[src/sv/mmrs_pkg.sv]
// Shared types, widths and codes for the motor mode ramp sequencer.
`timescale 1ns / 1ps
package mmrs_pkg;

    localparam int MAX_MOTORS     = 8;
    localparam int NUM_MOTORS_DEF = 8;

    localparam int TGT_W     = 18;
    localparam int STEP_W    = 4;
    localparam int CNT_W     = 16;
    localparam int HOLD_W    = 17;
    localparam int PROD_W    = STEP_W + CNT_W;
    localparam int MAG_W     = PROD_W + 2;
    localparam int CODE_W    = 8;
    localparam int FLAG_W    = 5;
    localparam int CFG_IDX_W = 2;
    localparam int CFG_DAT_W = HOLD_W;

    localparam logic [STEP_W-1:0] RAMP_STEP_RST = STEP_W'(4);
    localparam logic [CNT_W-1:0]  RAMP_LEN_RST  = CNT_W'(4250);
    localparam logic [HOLD_W-1:0] HOLD_POS_RST  = HOLD_W'(17000);

    // Bit positions inside the mode flag word.
    localparam int FLAG_READY  = 0;
    localparam int FLAG_RUN    = 1;
    localparam int FLAG_STOP   = 2;
    localparam int FLAG_PARK   = 3;
    localparam int FLAG_UNLOCK = 4;

    typedef enum logic [CODE_W-1:0] {
        MODE_CLR_READY = 8'd1,
        MODE_UNLOCK    = 8'd4,
        MODE_WALK      = 8'd13,
        MODE_STOP      = 8'd14,
        MODE_READY     = 8'd15,
        MODE_PARK      = 8'd16
    } mode_code_t;

    typedef enum logic [1:0] {
        PH_STAND  = 2'd0,
        PH_ACTIVE = 2'd1,
        PH_PARKED = 2'd2
    } phase_t;

    typedef enum logic [1:0] {
        LANE_ZERO,
        LANE_SET,
        LANE_GAIT,
        LANE_HOLD
    } lane_op_t;

    typedef enum logic [CFG_IDX_W-1:0] {
        CFG_RAMP_STEP = 2'd0,
        CFG_RAMP_LEN  = 2'd1,
        CFG_HOLD_POS  = 2'd2
    } cfg_index_t;

    typedef struct packed {
        logic                    load;
        lane_op_t                op;
        logic signed [MAG_W-1:0] mag;
    } lane_cmd_t;

endpackage

[src/sv/mmrs_lane.sv]
// One motor lane: applies the shared command with the lane's sign and saturates.
`timescale 1ns / 1ps
module mmrs_lane
    import mmrs_pkg::*;
#(
    parameter bit NEGATE = 1'b1
) (
    input  logic                    aclk,
    input  logic                    aresetn,
    input  lane_cmd_t               lane_cmd,
    input  logic signed [TGT_W-1:0] gait_target,
    output logic signed [TGT_W-1:0] drive
);

    localparam logic signed [MAG_W-1:0] SAT_HI = MAG_W'((2 ** (TGT_W - 1)) - 1);
    localparam logic signed [MAG_W-1:0] SAT_LO = -SAT_HI - MAG_W'(1);

    logic signed [TGT_W-1:0] held_reg;
    logic signed [TGT_W-1:0] held_next;
    logic signed [MAG_W-1:0] signed_mag;
    logic signed [TGT_W-1:0] sat_val;

    assign signed_mag = NEGATE ? -lane_cmd.mag : lane_cmd.mag;

    always_comb begin
        if (signed_mag > SAT_HI) begin
            sat_val = SAT_HI[TGT_W-1:0];
        end else if (signed_mag < SAT_LO) begin
            sat_val = SAT_LO[TGT_W-1:0];
        end else begin
            sat_val = signed_mag[TGT_W-1:0];
        end
    end

    always_comb begin
        held_next = held_reg;
        if (lane_cmd.load) begin
            unique case (lane_cmd.op)
                LANE_ZERO: held_next = '0;
                LANE_SET:  held_next = sat_val;
                LANE_GAIT: held_next = gait_target;
                LANE_HOLD: held_next = held_reg;
                default:   held_next = held_reg;
            endcase
        end
    end

    always_ff @(posedge aclk) begin
        if (!aresetn) begin
            held_reg <= '0;
        end else begin
            held_reg <= held_next;
        end
    end

    assign drive = held_reg;

endmodule

[src/sv/mmrs_ctrl.sv]
// Mode flags, phase sequencer and ramp counter; issues one command to all lanes.
`timescale 1ns / 1ps
module mmrs_ctrl
    import mmrs_pkg::*;
(
    input  logic              aclk,
    input  logic              aresetn,
    input  logic              tick_fire,
    input  logic              mode_fire,
    input  logic [CODE_W-1:0] mode_code,
    input  logic [STEP_W-1:0] ramp_step,
    input  logic [CNT_W-1:0]  ramp_length,
    input  logic [HOLD_W-1:0] hold_position,
    output lane_cmd_t         lane_cmd,
    output logic [FLAG_W-1:0] flags,
    output phase_t            phase
);

    logic [FLAG_W-1:0] flags_reg;
    logic [FLAG_W-1:0] flags_next;
    phase_t            phase_reg;
    phase_t            phase_next;
    logic [CNT_W-1:0]  cnt_reg;
    logic [CNT_W-1:0]  cnt_next;

    logic                    unlocked;
    logic [CNT_W-1:0]        cnt_inc;
    logic                    ramp_done;
    logic                    stand_ramp;
    logic                    to_active;
    logic [CNT_W-1:0]        park_base;
    logic [CNT_W-1:0]        park_inc;
    logic                    park_done;
    logic                    parking;
    logic [CNT_W-1:0]        mul_cnt;
    logic [PROD_W-1:0]       product;
    logic signed [MAG_W-1:0] hold_s;
    logic signed [MAG_W-1:0] prod_s;

    assign unlocked   = flags_reg[FLAG_UNLOCK];
    assign cnt_inc    = cnt_reg + CNT_W'(1);
    assign ramp_done  = (cnt_inc >= ramp_length);
    assign stand_ramp = (phase_reg == PH_STAND) && !ramp_done;
    // A stand-up ramp that ends on this tick falls into the active phase at once.
    assign to_active  = (phase_reg == PH_ACTIVE) || ((phase_reg == PH_STAND) && ramp_done);
    assign park_base  = (phase_reg == PH_STAND) ? '0 : cnt_reg;
    assign park_inc   = park_base + CNT_W'(1);
    assign park_done  = (park_inc >= ramp_length);
    assign parking    = !flags_reg[FLAG_STOP] && flags_reg[FLAG_PARK];

    assign mul_cnt = stand_ramp ? cnt_inc : park_inc;
    assign product = PROD_W'(ramp_step) * PROD_W'(mul_cnt);
    assign hold_s  = $signed(MAG_W'(hold_position));
    assign prod_s  = $signed(MAG_W'(product));

    always_comb begin
        flags_next = flags_reg;
        if (mode_fire) begin
            unique case (mode_code)
                MODE_CLR_READY: flags_next[FLAG_READY] = 1'b0;
                MODE_UNLOCK:    flags_next = FLAG_W'(1) << FLAG_UNLOCK;
                MODE_WALK:      flags_next = (flags_reg & (FLAG_W'(1) << FLAG_UNLOCK))
                                           | (FLAG_W'(1) << FLAG_RUN);
                MODE_STOP:      flags_next = (flags_reg & (FLAG_W'(1) << FLAG_UNLOCK))
                                           | (FLAG_W'(1) << FLAG_STOP);
                MODE_READY:     flags_next = (flags_reg & (FLAG_W'(1) << FLAG_UNLOCK))
                                           | (FLAG_W'(1) << FLAG_READY);
                MODE_PARK:      flags_next = (flags_reg & (FLAG_W'(1) << FLAG_UNLOCK))
                                           | (FLAG_W'(1) << FLAG_PARK);
                default:        flags_next = flags_reg;
            endcase
        end
    end

    // Next phase and ramp count.
    always_comb begin
        phase_next = phase_reg;
        cnt_next   = cnt_reg;
        if (tick_fire && unlocked) begin
            if (stand_ramp) begin
                cnt_next = cnt_inc;
            end else if (to_active) begin
                phase_next = PH_ACTIVE;
                cnt_next   = park_base;
                if (parking) begin
                    if (park_done) begin
                        cnt_next   = '0;
                        phase_next = PH_PARKED;
                    end else begin
                        cnt_next = park_inc;
                    end
                end
            end
        end
    end

    // Lane command for this tick.
    always_comb begin
        lane_cmd.load = tick_fire;
        lane_cmd.op   = LANE_HOLD;
        lane_cmd.mag  = prod_s;
        if (!unlocked) begin
            lane_cmd.op = LANE_ZERO;
        end else if (stand_ramp) begin
            lane_cmd.op = LANE_SET;
        end else if (to_active) begin
            if (flags_reg[FLAG_STOP]) begin
                lane_cmd.op  = LANE_SET;
                lane_cmd.mag = hold_s;
            end else if (flags_reg[FLAG_PARK]) begin
                lane_cmd.op  = LANE_SET;
                lane_cmd.mag = hold_s - prod_s;
            end else begin
                lane_cmd.op = LANE_GAIT;
            end
        end
    end

    always_ff @(posedge aclk) begin
        if (!aresetn) begin
            flags_reg <= '0;
            phase_reg <= PH_STAND;
            cnt_reg   <= '0;
        end else begin
            flags_reg <= flags_next;
            phase_reg <= phase_next;
            cnt_reg   <= cnt_next;
        end
    end

    assign flags = flags_reg;
    assign phase = phase_reg;

endmodule

[src/sv/motor_mode_ramp_sequencer.sv]
// Top level of the motor mode ramp sequencer: config registers, lanes and output stage.
//
//  channel | direction | ports                                   | word
//  s_      | in        | s_valid/s_ready, command, code, targets | one mode code or tick
//  m_      | out       | m_valid/m_ready, drives, flags, phase   | one result per tick
//  cfg_    | in        | cfg_valid/cfg_ready, index, data        | one register write
//
// A tick's result is registered and shown the next cycle. The lanes and the output
// register form one stage, so a new word is taken in the cycle the pending result is
// taken, giving one word per cycle sustained while m_ready stays high.
// Reset clears flags, phase, ramp count and targets and loads the register defaults.
// A stalled result blocks s_ready; configuration writes are always taken.
`timescale 1ns / 1ps
module motor_mode_ramp_sequencer
    import mmrs_pkg::*;
#(
    parameter int NUM_MOTORS = NUM_MOTORS_DEF
) (
    input  logic                    aclk,
    input  logic                    aresetn,

    input  logic                    s_valid,
    output logic                    s_ready,
    input  logic                    s_command,
    input  logic [CODE_W-1:0]       s_mode_code,
    input  logic signed [TGT_W-1:0] s_gait_target_m1,
    input  logic signed [TGT_W-1:0] s_gait_target_m2,
    input  logic signed [TGT_W-1:0] s_gait_target_m3,
    input  logic signed [TGT_W-1:0] s_gait_target_m4,
    input  logic signed [TGT_W-1:0] s_gait_target_m5,
    input  logic signed [TGT_W-1:0] s_gait_target_m6,
    input  logic signed [TGT_W-1:0] s_gait_target_m7,
    input  logic signed [TGT_W-1:0] s_gait_target_m8,

    output logic                    m_valid,
    input  logic                    m_ready,
    output logic signed [TGT_W-1:0] m_drive_m1,
    output logic signed [TGT_W-1:0] m_drive_m2,
    output logic signed [TGT_W-1:0] m_drive_m3,
    output logic signed [TGT_W-1:0] m_drive_m4,
    output logic signed [TGT_W-1:0] m_drive_m5,
    output logic signed [TGT_W-1:0] m_drive_m6,
    output logic signed [TGT_W-1:0] m_drive_m7,
    output logic signed [TGT_W-1:0] m_drive_m8,
    output logic [FLAG_W-1:0]       m_mode_flags,
    output logic [1:0]              m_phase,

    input  logic                    cfg_valid,
    output logic                    cfg_ready,
    input  logic [CFG_IDX_W-1:0]    cfg_index,
    input  logic [CFG_DAT_W-1:0]    cfg_data
);

    logic [STEP_W-1:0] ramp_step_reg;
    logic [CNT_W-1:0]  ramp_len_reg;
    logic [HOLD_W-1:0] hold_pos_reg;

    logic              m_valid_reg;
    logic              m_valid_next;
    logic [FLAG_W-1:0] m_flags_reg;

    logic              accept;
    logic              tick_fire;
    logic              mode_fire;
    lane_cmd_t         lane_cmd;
    logic [FLAG_W-1:0] flags;
    phase_t            phase;

    logic signed [TGT_W-1:0] gait [MAX_MOTORS];
    logic signed [TGT_W-1:0] drive [MAX_MOTORS];

    assign cfg_ready = 1'b1;

    always_ff @(posedge aclk) begin
        if (!aresetn) begin
            ramp_step_reg <= RAMP_STEP_RST;
            ramp_len_reg  <= RAMP_LEN_RST;
            hold_pos_reg  <= HOLD_POS_RST;
        end else if (cfg_valid) begin
            unique case (cfg_index)
                CFG_RAMP_STEP: ramp_step_reg <= cfg_data[STEP_W-1:0];
                CFG_RAMP_LEN:  ramp_len_reg  <= cfg_data[CNT_W-1:0];
                CFG_HOLD_POS:  hold_pos_reg  <= cfg_data[HOLD_W-1:0];
                default:       ;
            endcase
        end
    end

    assign s_ready   = !m_valid_reg || m_ready;
    assign accept    = s_valid && s_ready;
    assign tick_fire = accept && !s_command;
    assign mode_fire = accept && s_command;

    mmrs_ctrl u_ctrl (
        .aclk          (aclk),
        .aresetn       (aresetn),
        .tick_fire     (tick_fire),
        .mode_fire     (mode_fire),
        .mode_code     (s_mode_code),
        .ramp_step     (ramp_step_reg),
        .ramp_length   (ramp_len_reg),
        .hold_position (hold_pos_reg),
        .lane_cmd      (lane_cmd),
        .flags         (flags),
        .phase         (phase)
    );

    assign gait[0] = s_gait_target_m1;
    assign gait[1] = s_gait_target_m2;
    assign gait[2] = s_gait_target_m3;
    assign gait[3] = s_gait_target_m4;
    assign gait[4] = s_gait_target_m5;
    assign gait[5] = s_gait_target_m6;
    assign gait[6] = s_gait_target_m7;
    assign gait[7] = s_gait_target_m8;

    // Motor one, three, ... run negative; the other motors run positive.
    for (genvar g = 0; g < MAX_MOTORS; g++) begin : g_lane
        if (g < NUM_MOTORS) begin : g_used
            mmrs_lane #(
                .NEGATE ((g % 2) == 0)
            ) u_lane (
                .aclk        (aclk),
                .aresetn     (aresetn),
                .lane_cmd    (lane_cmd),
                .gait_target (gait[g]),
                .drive       (drive[g])
            );
        end else begin : g_unused
            assign drive[g] = '0;
        end
    end

    always_comb begin
        m_valid_next = m_valid_reg;
        if (tick_fire) begin
            m_valid_next = 1'b1;
        end else if (m_ready) begin
            m_valid_next = 1'b0;
        end
    end

    always_ff @(posedge aclk) begin
        if (!aresetn) begin
            m_valid_reg <= 1'b0;
        end else begin
            m_valid_reg <= m_valid_next;
        end
    end

    // Flags can change under a pending result, so the result keeps its own copy.
    always_ff @(posedge aclk) begin
        if (tick_fire) begin
            m_flags_reg <= flags;
        end
    end

    assign m_valid      = m_valid_reg;
    assign m_mode_flags = m_flags_reg;
    assign m_phase      = phase;
    assign m_drive_m1   = drive[0];
    assign m_drive_m2   = drive[1];
    assign m_drive_m3   = drive[2];
    assign m_drive_m4   = drive[3];
    assign m_drive_m5   = drive[4];
    assign m_drive_m6   = drive[5];
    assign m_drive_m7   = drive[6];
    assign m_drive_m8   = drive[7];

endmodule

[config.mk]
export PLATFORM = sky130hd
export DESIGN_NAME = motor_mode_ramp_sequencer
export DESIGN_NICKNAME = d
export VERILOG_FILES = /design/src/sv/mmrs_pkg.sv /design/src/sv/mmrs_lane.sv /design/src/sv/mmrs_ctrl.sv /design/src/sv/motor_mode_ramp_sequencer.sv
export SDC_FILE = /design/constraint.sdc
export NUM_CORES = 1
export LEC_CHECK = 0
export BUFFER_PORTS_ARGS = -buffer_cell sky130_fd_sc_hd__buf_2
export CAP_MARGIN = 5
export CORE_ASPECT_RATIO = 0.8
export CORE_UTILIZATION = 33
export DETAILED_ROUTE_END_ITERATION = 6
export PLACE_DENSITY_LB_ADDON = 0.2
export SYNTH_ARGS = -nofsm -noshare
export SYNTH_HDL_FRONTEND = slang
export SYNTH_SLANG_ARGS = --single-unit
[constraint.sdc]
create_clock -name aclk -period 9.9 [get_ports aclk]
set_clock_uncertainty 0.15 [all_clocks]
set_input_delay 2.97 -clock aclk [delete_from_list [all_inputs] [get_ports aclk]]
set_output_delay 2.97 -clock aclk [all_outputs]
set_load 0.1 [all_outputs]
==> impl_metrics.py <==
metrics = {
    "run_status": {
        "outcome": "complete, but fails checks",
        "violations": "DRC",
    },
    "clock_network": {
        "cts.sinks": 210,
        "cts_tree": "done",
        "clock_latency_ps": 560,
        "root_buffer": "clkbuf_16",
        "postCtsHoldBufs": 0,
        "htreeDepth": 1,
        "cts_buffers": 25,
        "cts_buffer_depth": 3,
        "clk_pin_slew_worst_paths_ps": 60,
    },
    "timing": {
        "finalSetupViolations": 0,
        "slew_viol_final": 0,
        "min_period_ps": 9580,
        "maxSlewHeadroom_pct": 27.0,
        "worstMarginPinSlew_ps": 1090,
        "hold_viol_final": 0,
        "max_freq_mhz": 104,
        "whs_ps": 292,
        "period_share_pct": 96.8,
    },
    "detailed_routing": {
        "ant_nets": 0,
        "via_count": 14964,
        "drt-initial-drc-count": 1226,
        "drc": 28,
        "drt-pass1-iter-count": 7,
        "wl_per_cell_um": 19.4,
        "finalWirelength_mm": 53.9,
        "vias_per_cell": 5.39,
    },
    "critical_path": {
        "crit_slowest_cell": "fa_1",
        "ff2ff_path_depth": 45,
        "start_kind": "flip-flop",
        "worstPathMaxFanout": 5,
        "r2r-start": "u_ctrl.cnt_reg[3]$_SDFFE_PN0P_",
        "path_common_cell": "buf_4",
        "cp-end-kind": "flip-flop",
        "crit_arrival_ps": 9880,
        "cp-startpoint": "u_ctrl.cnt_reg[3]$_SDFFE_PN0P_",
        "critPathMaxStageDelay_ps": 530,
        "criticalPathCategory": "flip-flop to flip-flop",
        "required_ps": 10200,
    },
    "pwr": {
        "power_density_nw_per_um2": 110,
        "ir_drop_mv": 0.114,
        "leakage_uw": 0.00858,
    },
    "run": {
        "max_cap_violations": 0,
    },
    "finish": {
        "syn2layout_area_growth_pct": 31.2,
        "drive_gt1_share_pct": 28.9,
        "nets": 2486,
        "seq_area_um2": 4260,
        "multi_input_area_um2": 9740,
        "nFillCells": 4233,
        "largest_reg_flops": 144,
        "finalNonFillerCells": 2775,
    },
    "die": {
        "dieArea_um2": 43900,
        "pin_count": 331,
        "fp.dieH_um": 188,
        "core_um2": 42200,
        "num_rows": 67,
        "initial_core_util_pct": 33.7,
        "die_w_um": 234,
    },
    "synth": {
        "synth_xor_xnor_area_share_pct": 3.61,
        "syn_area_per_cell_um2": 7.88,
        "ys_async_sr_fraction_pct": 0,
        "synthSimpleGateAreaFrac_pct": 21.5,
        "synth_top_family_by_area": "compound AO/OA/AOI/OAI gates",
        "synth_area_um2": 14200,
        "syn-num-nets": 2089,
        "synth_area_leader_cell": "dfxtp_1",
        "ys_seq_elements": 210,
        "yosysSeqAreaShare_pct": 29.9,
        "synthMuxAreaShare_pct": 0.774,
        "netlist_instances": 1805,
        "ys.flop_type": "dfxtp_1",
        "ys_warn_count": 0,
        "synth.most_common_cell": "nand2_1",
        "synth-adder-area-share_pct": 11.2,
        "synthTopCellsByCount": "330 x nand2_1, 205 x dfxtp_1, 132 x a21oi_1, 131 x nor2_1, 94 x clkbuf_1",
        "yosysTopAreaCellShare_pct": 28.9,
        "synth_compound_area_share_pct": 27.7,
        "synth-edff-count": 5,
        "synth_top_cells_by_area": "dfxtp_1 29%, nand2_1 8.7%, ha_1 6.9%",
        "synth_cell_types": 91,
    },
    "place": {
        "dp_hpwl_mm": 41.0,
        "place_congestion": 0.902,
        "port_buffers": 329,
        "dp_cells": 2705,
    },
    "grt": {
        "antenna_found_initial": 7,
        "grt_start_max_net_pins": 98,
        "grt_pass1_wl_mm": 81.7,
        "grtUsageTotal_pct": 23.6,
        "grt_pass1_vias": 14091,
        "overflow": 0,
    },
    "min_path": {
        "hold_path_depth": 0,
        "hold_class": "flip-flop to flip-flop",
        "min_from": "u_ctrl.flags[1]$_SDFFE_PN0P_",
    },
}
-- cell usage in the layout, fill, tap and decap left out, drive strengths merged, types with 6 or more instances in the layout --
cell type / synthesis / routed
buf: 12 / 475
nand2: 331 / 331
dfxtp: 205 / 205
a21oi: 132 / 132
nor2: 131 / 131
inv: 92 / 94
ha: 78 / 78
o21ai: 73 / 73
a21o: 72 / 72
and2: 61 / 61
a221o: 55 / 55
a21boi: 41 / 41
xnor2: 35 / 35
clkbuf: 94 / 33
a31oi: 32 / 32
nand3: 31 / 31
fa: 29 / 29
o211ai: 26 / 26
xor2: 21 / 21
nand2b: 15 / 15
nor2b: 15 / 15
o211a: 15 / 15
nor3: 15 / 15
a211oi: 13 / 13
mux2i: 11 / 11
and3: 11 / 11
o21a: 10 / 10
clkinv: 1 / 10
or2: 9 / 9
o22ai: 9 / 9
nand4: 8 / 8
nor3b: 8 / 8
a221oi: 8 / 8
nand3b: 6 / 6
a222oi: 6 / 6
o221ai: 6 / 6
or3: 6 / 6
-- worst max-delay path, delay by kind of cell, from the launching register on --
family          cells  cell delay (ps)
compound gates     13             2600
flops               1              340
fa+ha+maj           5             1860
xor+xnor            1              130
buf+inv             8             1000
simple gates       17             3230
mux                 1              150
-- power by group --
| group | internal (uW) | switching (uW) | total (uW) |
|---|---|---|---|
| logic | 115 | 147 | 262 |
| clock network | 532 | 403 | 935 |
| registers | 856 | 9.42 | 865 |
-- path summary, 6_finish.rpt --
kind,slack [ps],to
worst max register to register,320,g_lane[0].g_used.u_lane.drive[15]$_SDFFE_PN0P_
worst max-delay path,320,g_lane[0].g_used.u_lane.drive[15]$_SDFFE_PN0P_
worst min-delay path,290,m_mode_flags[1]$_DFFE_PP_
worst min register to register,290,m_mode_flags[1]$_DFFE_PP_
-- through the flow --
stage / total power [uW] / utilization (%) / cell area (um2) / TNS (ps) / setup slack (ps)
finish: 2060 / 44.3 / 18700 / 0 / 316
global route: 2140 / 44.3 / 18700 / -282 / -30.1
CTS: 2060 / 42.8 / 18000 / -459 / -58.1
detailed placement: 1120 / 40.7 / 17200 / -4400 / -208
global placement: 1120 / 40.7 / 17200 / -113 / -35.3
floorplan: 1010 / - / 14200 / 0 / 24.2
-- cells by family after synthesis --
logic type	after synthesis
AOI/OAI and AO/OA	550
and+or+nand+nor	667
buffers and inverters	199
muxes	11
adders and majority gates	110
xor gates and xnor gates	57
other	1
DFF	210
-- cell type report --
class / instances / share of cell area (%)
antenna: 3 / 0.0402
clock buffer: 32 / 3.76
clock inverter: 13 / 0.650
inverter: 93 / 1.87
multi-input combinational: 1396 / 52.1
sequential: 210 / 22.8
tap: 552 / 3.70
timing repair buffer: 476 / 15.0
-- repair_timing --
action / 4_1_cts / 5_1_grt
setup buffers: 0 / 21
pin swaps: 1 / 35
hold endpoints to repair: 0 / 0
setup endpoints to repair: 102 / 144
gates resized for setup: 13 / 98
gates cloned: 0 / 1
-- metal layers --
metal / part of all wire [%] / routed length, um / up-vias / track usage [%]
met4: 2.3 / 1220 / 10 / 5.74
met1: 47 / 25300 / 7153 / 33.9
li1: - / - / 7195 / -
met5: 0.11 / 61 / - / 0
met2: 43 / 23300 / 515 / 35.7
met3: 7.4 / 3980 / 91 / 5.05
Power figures use the tool's default switching activity.
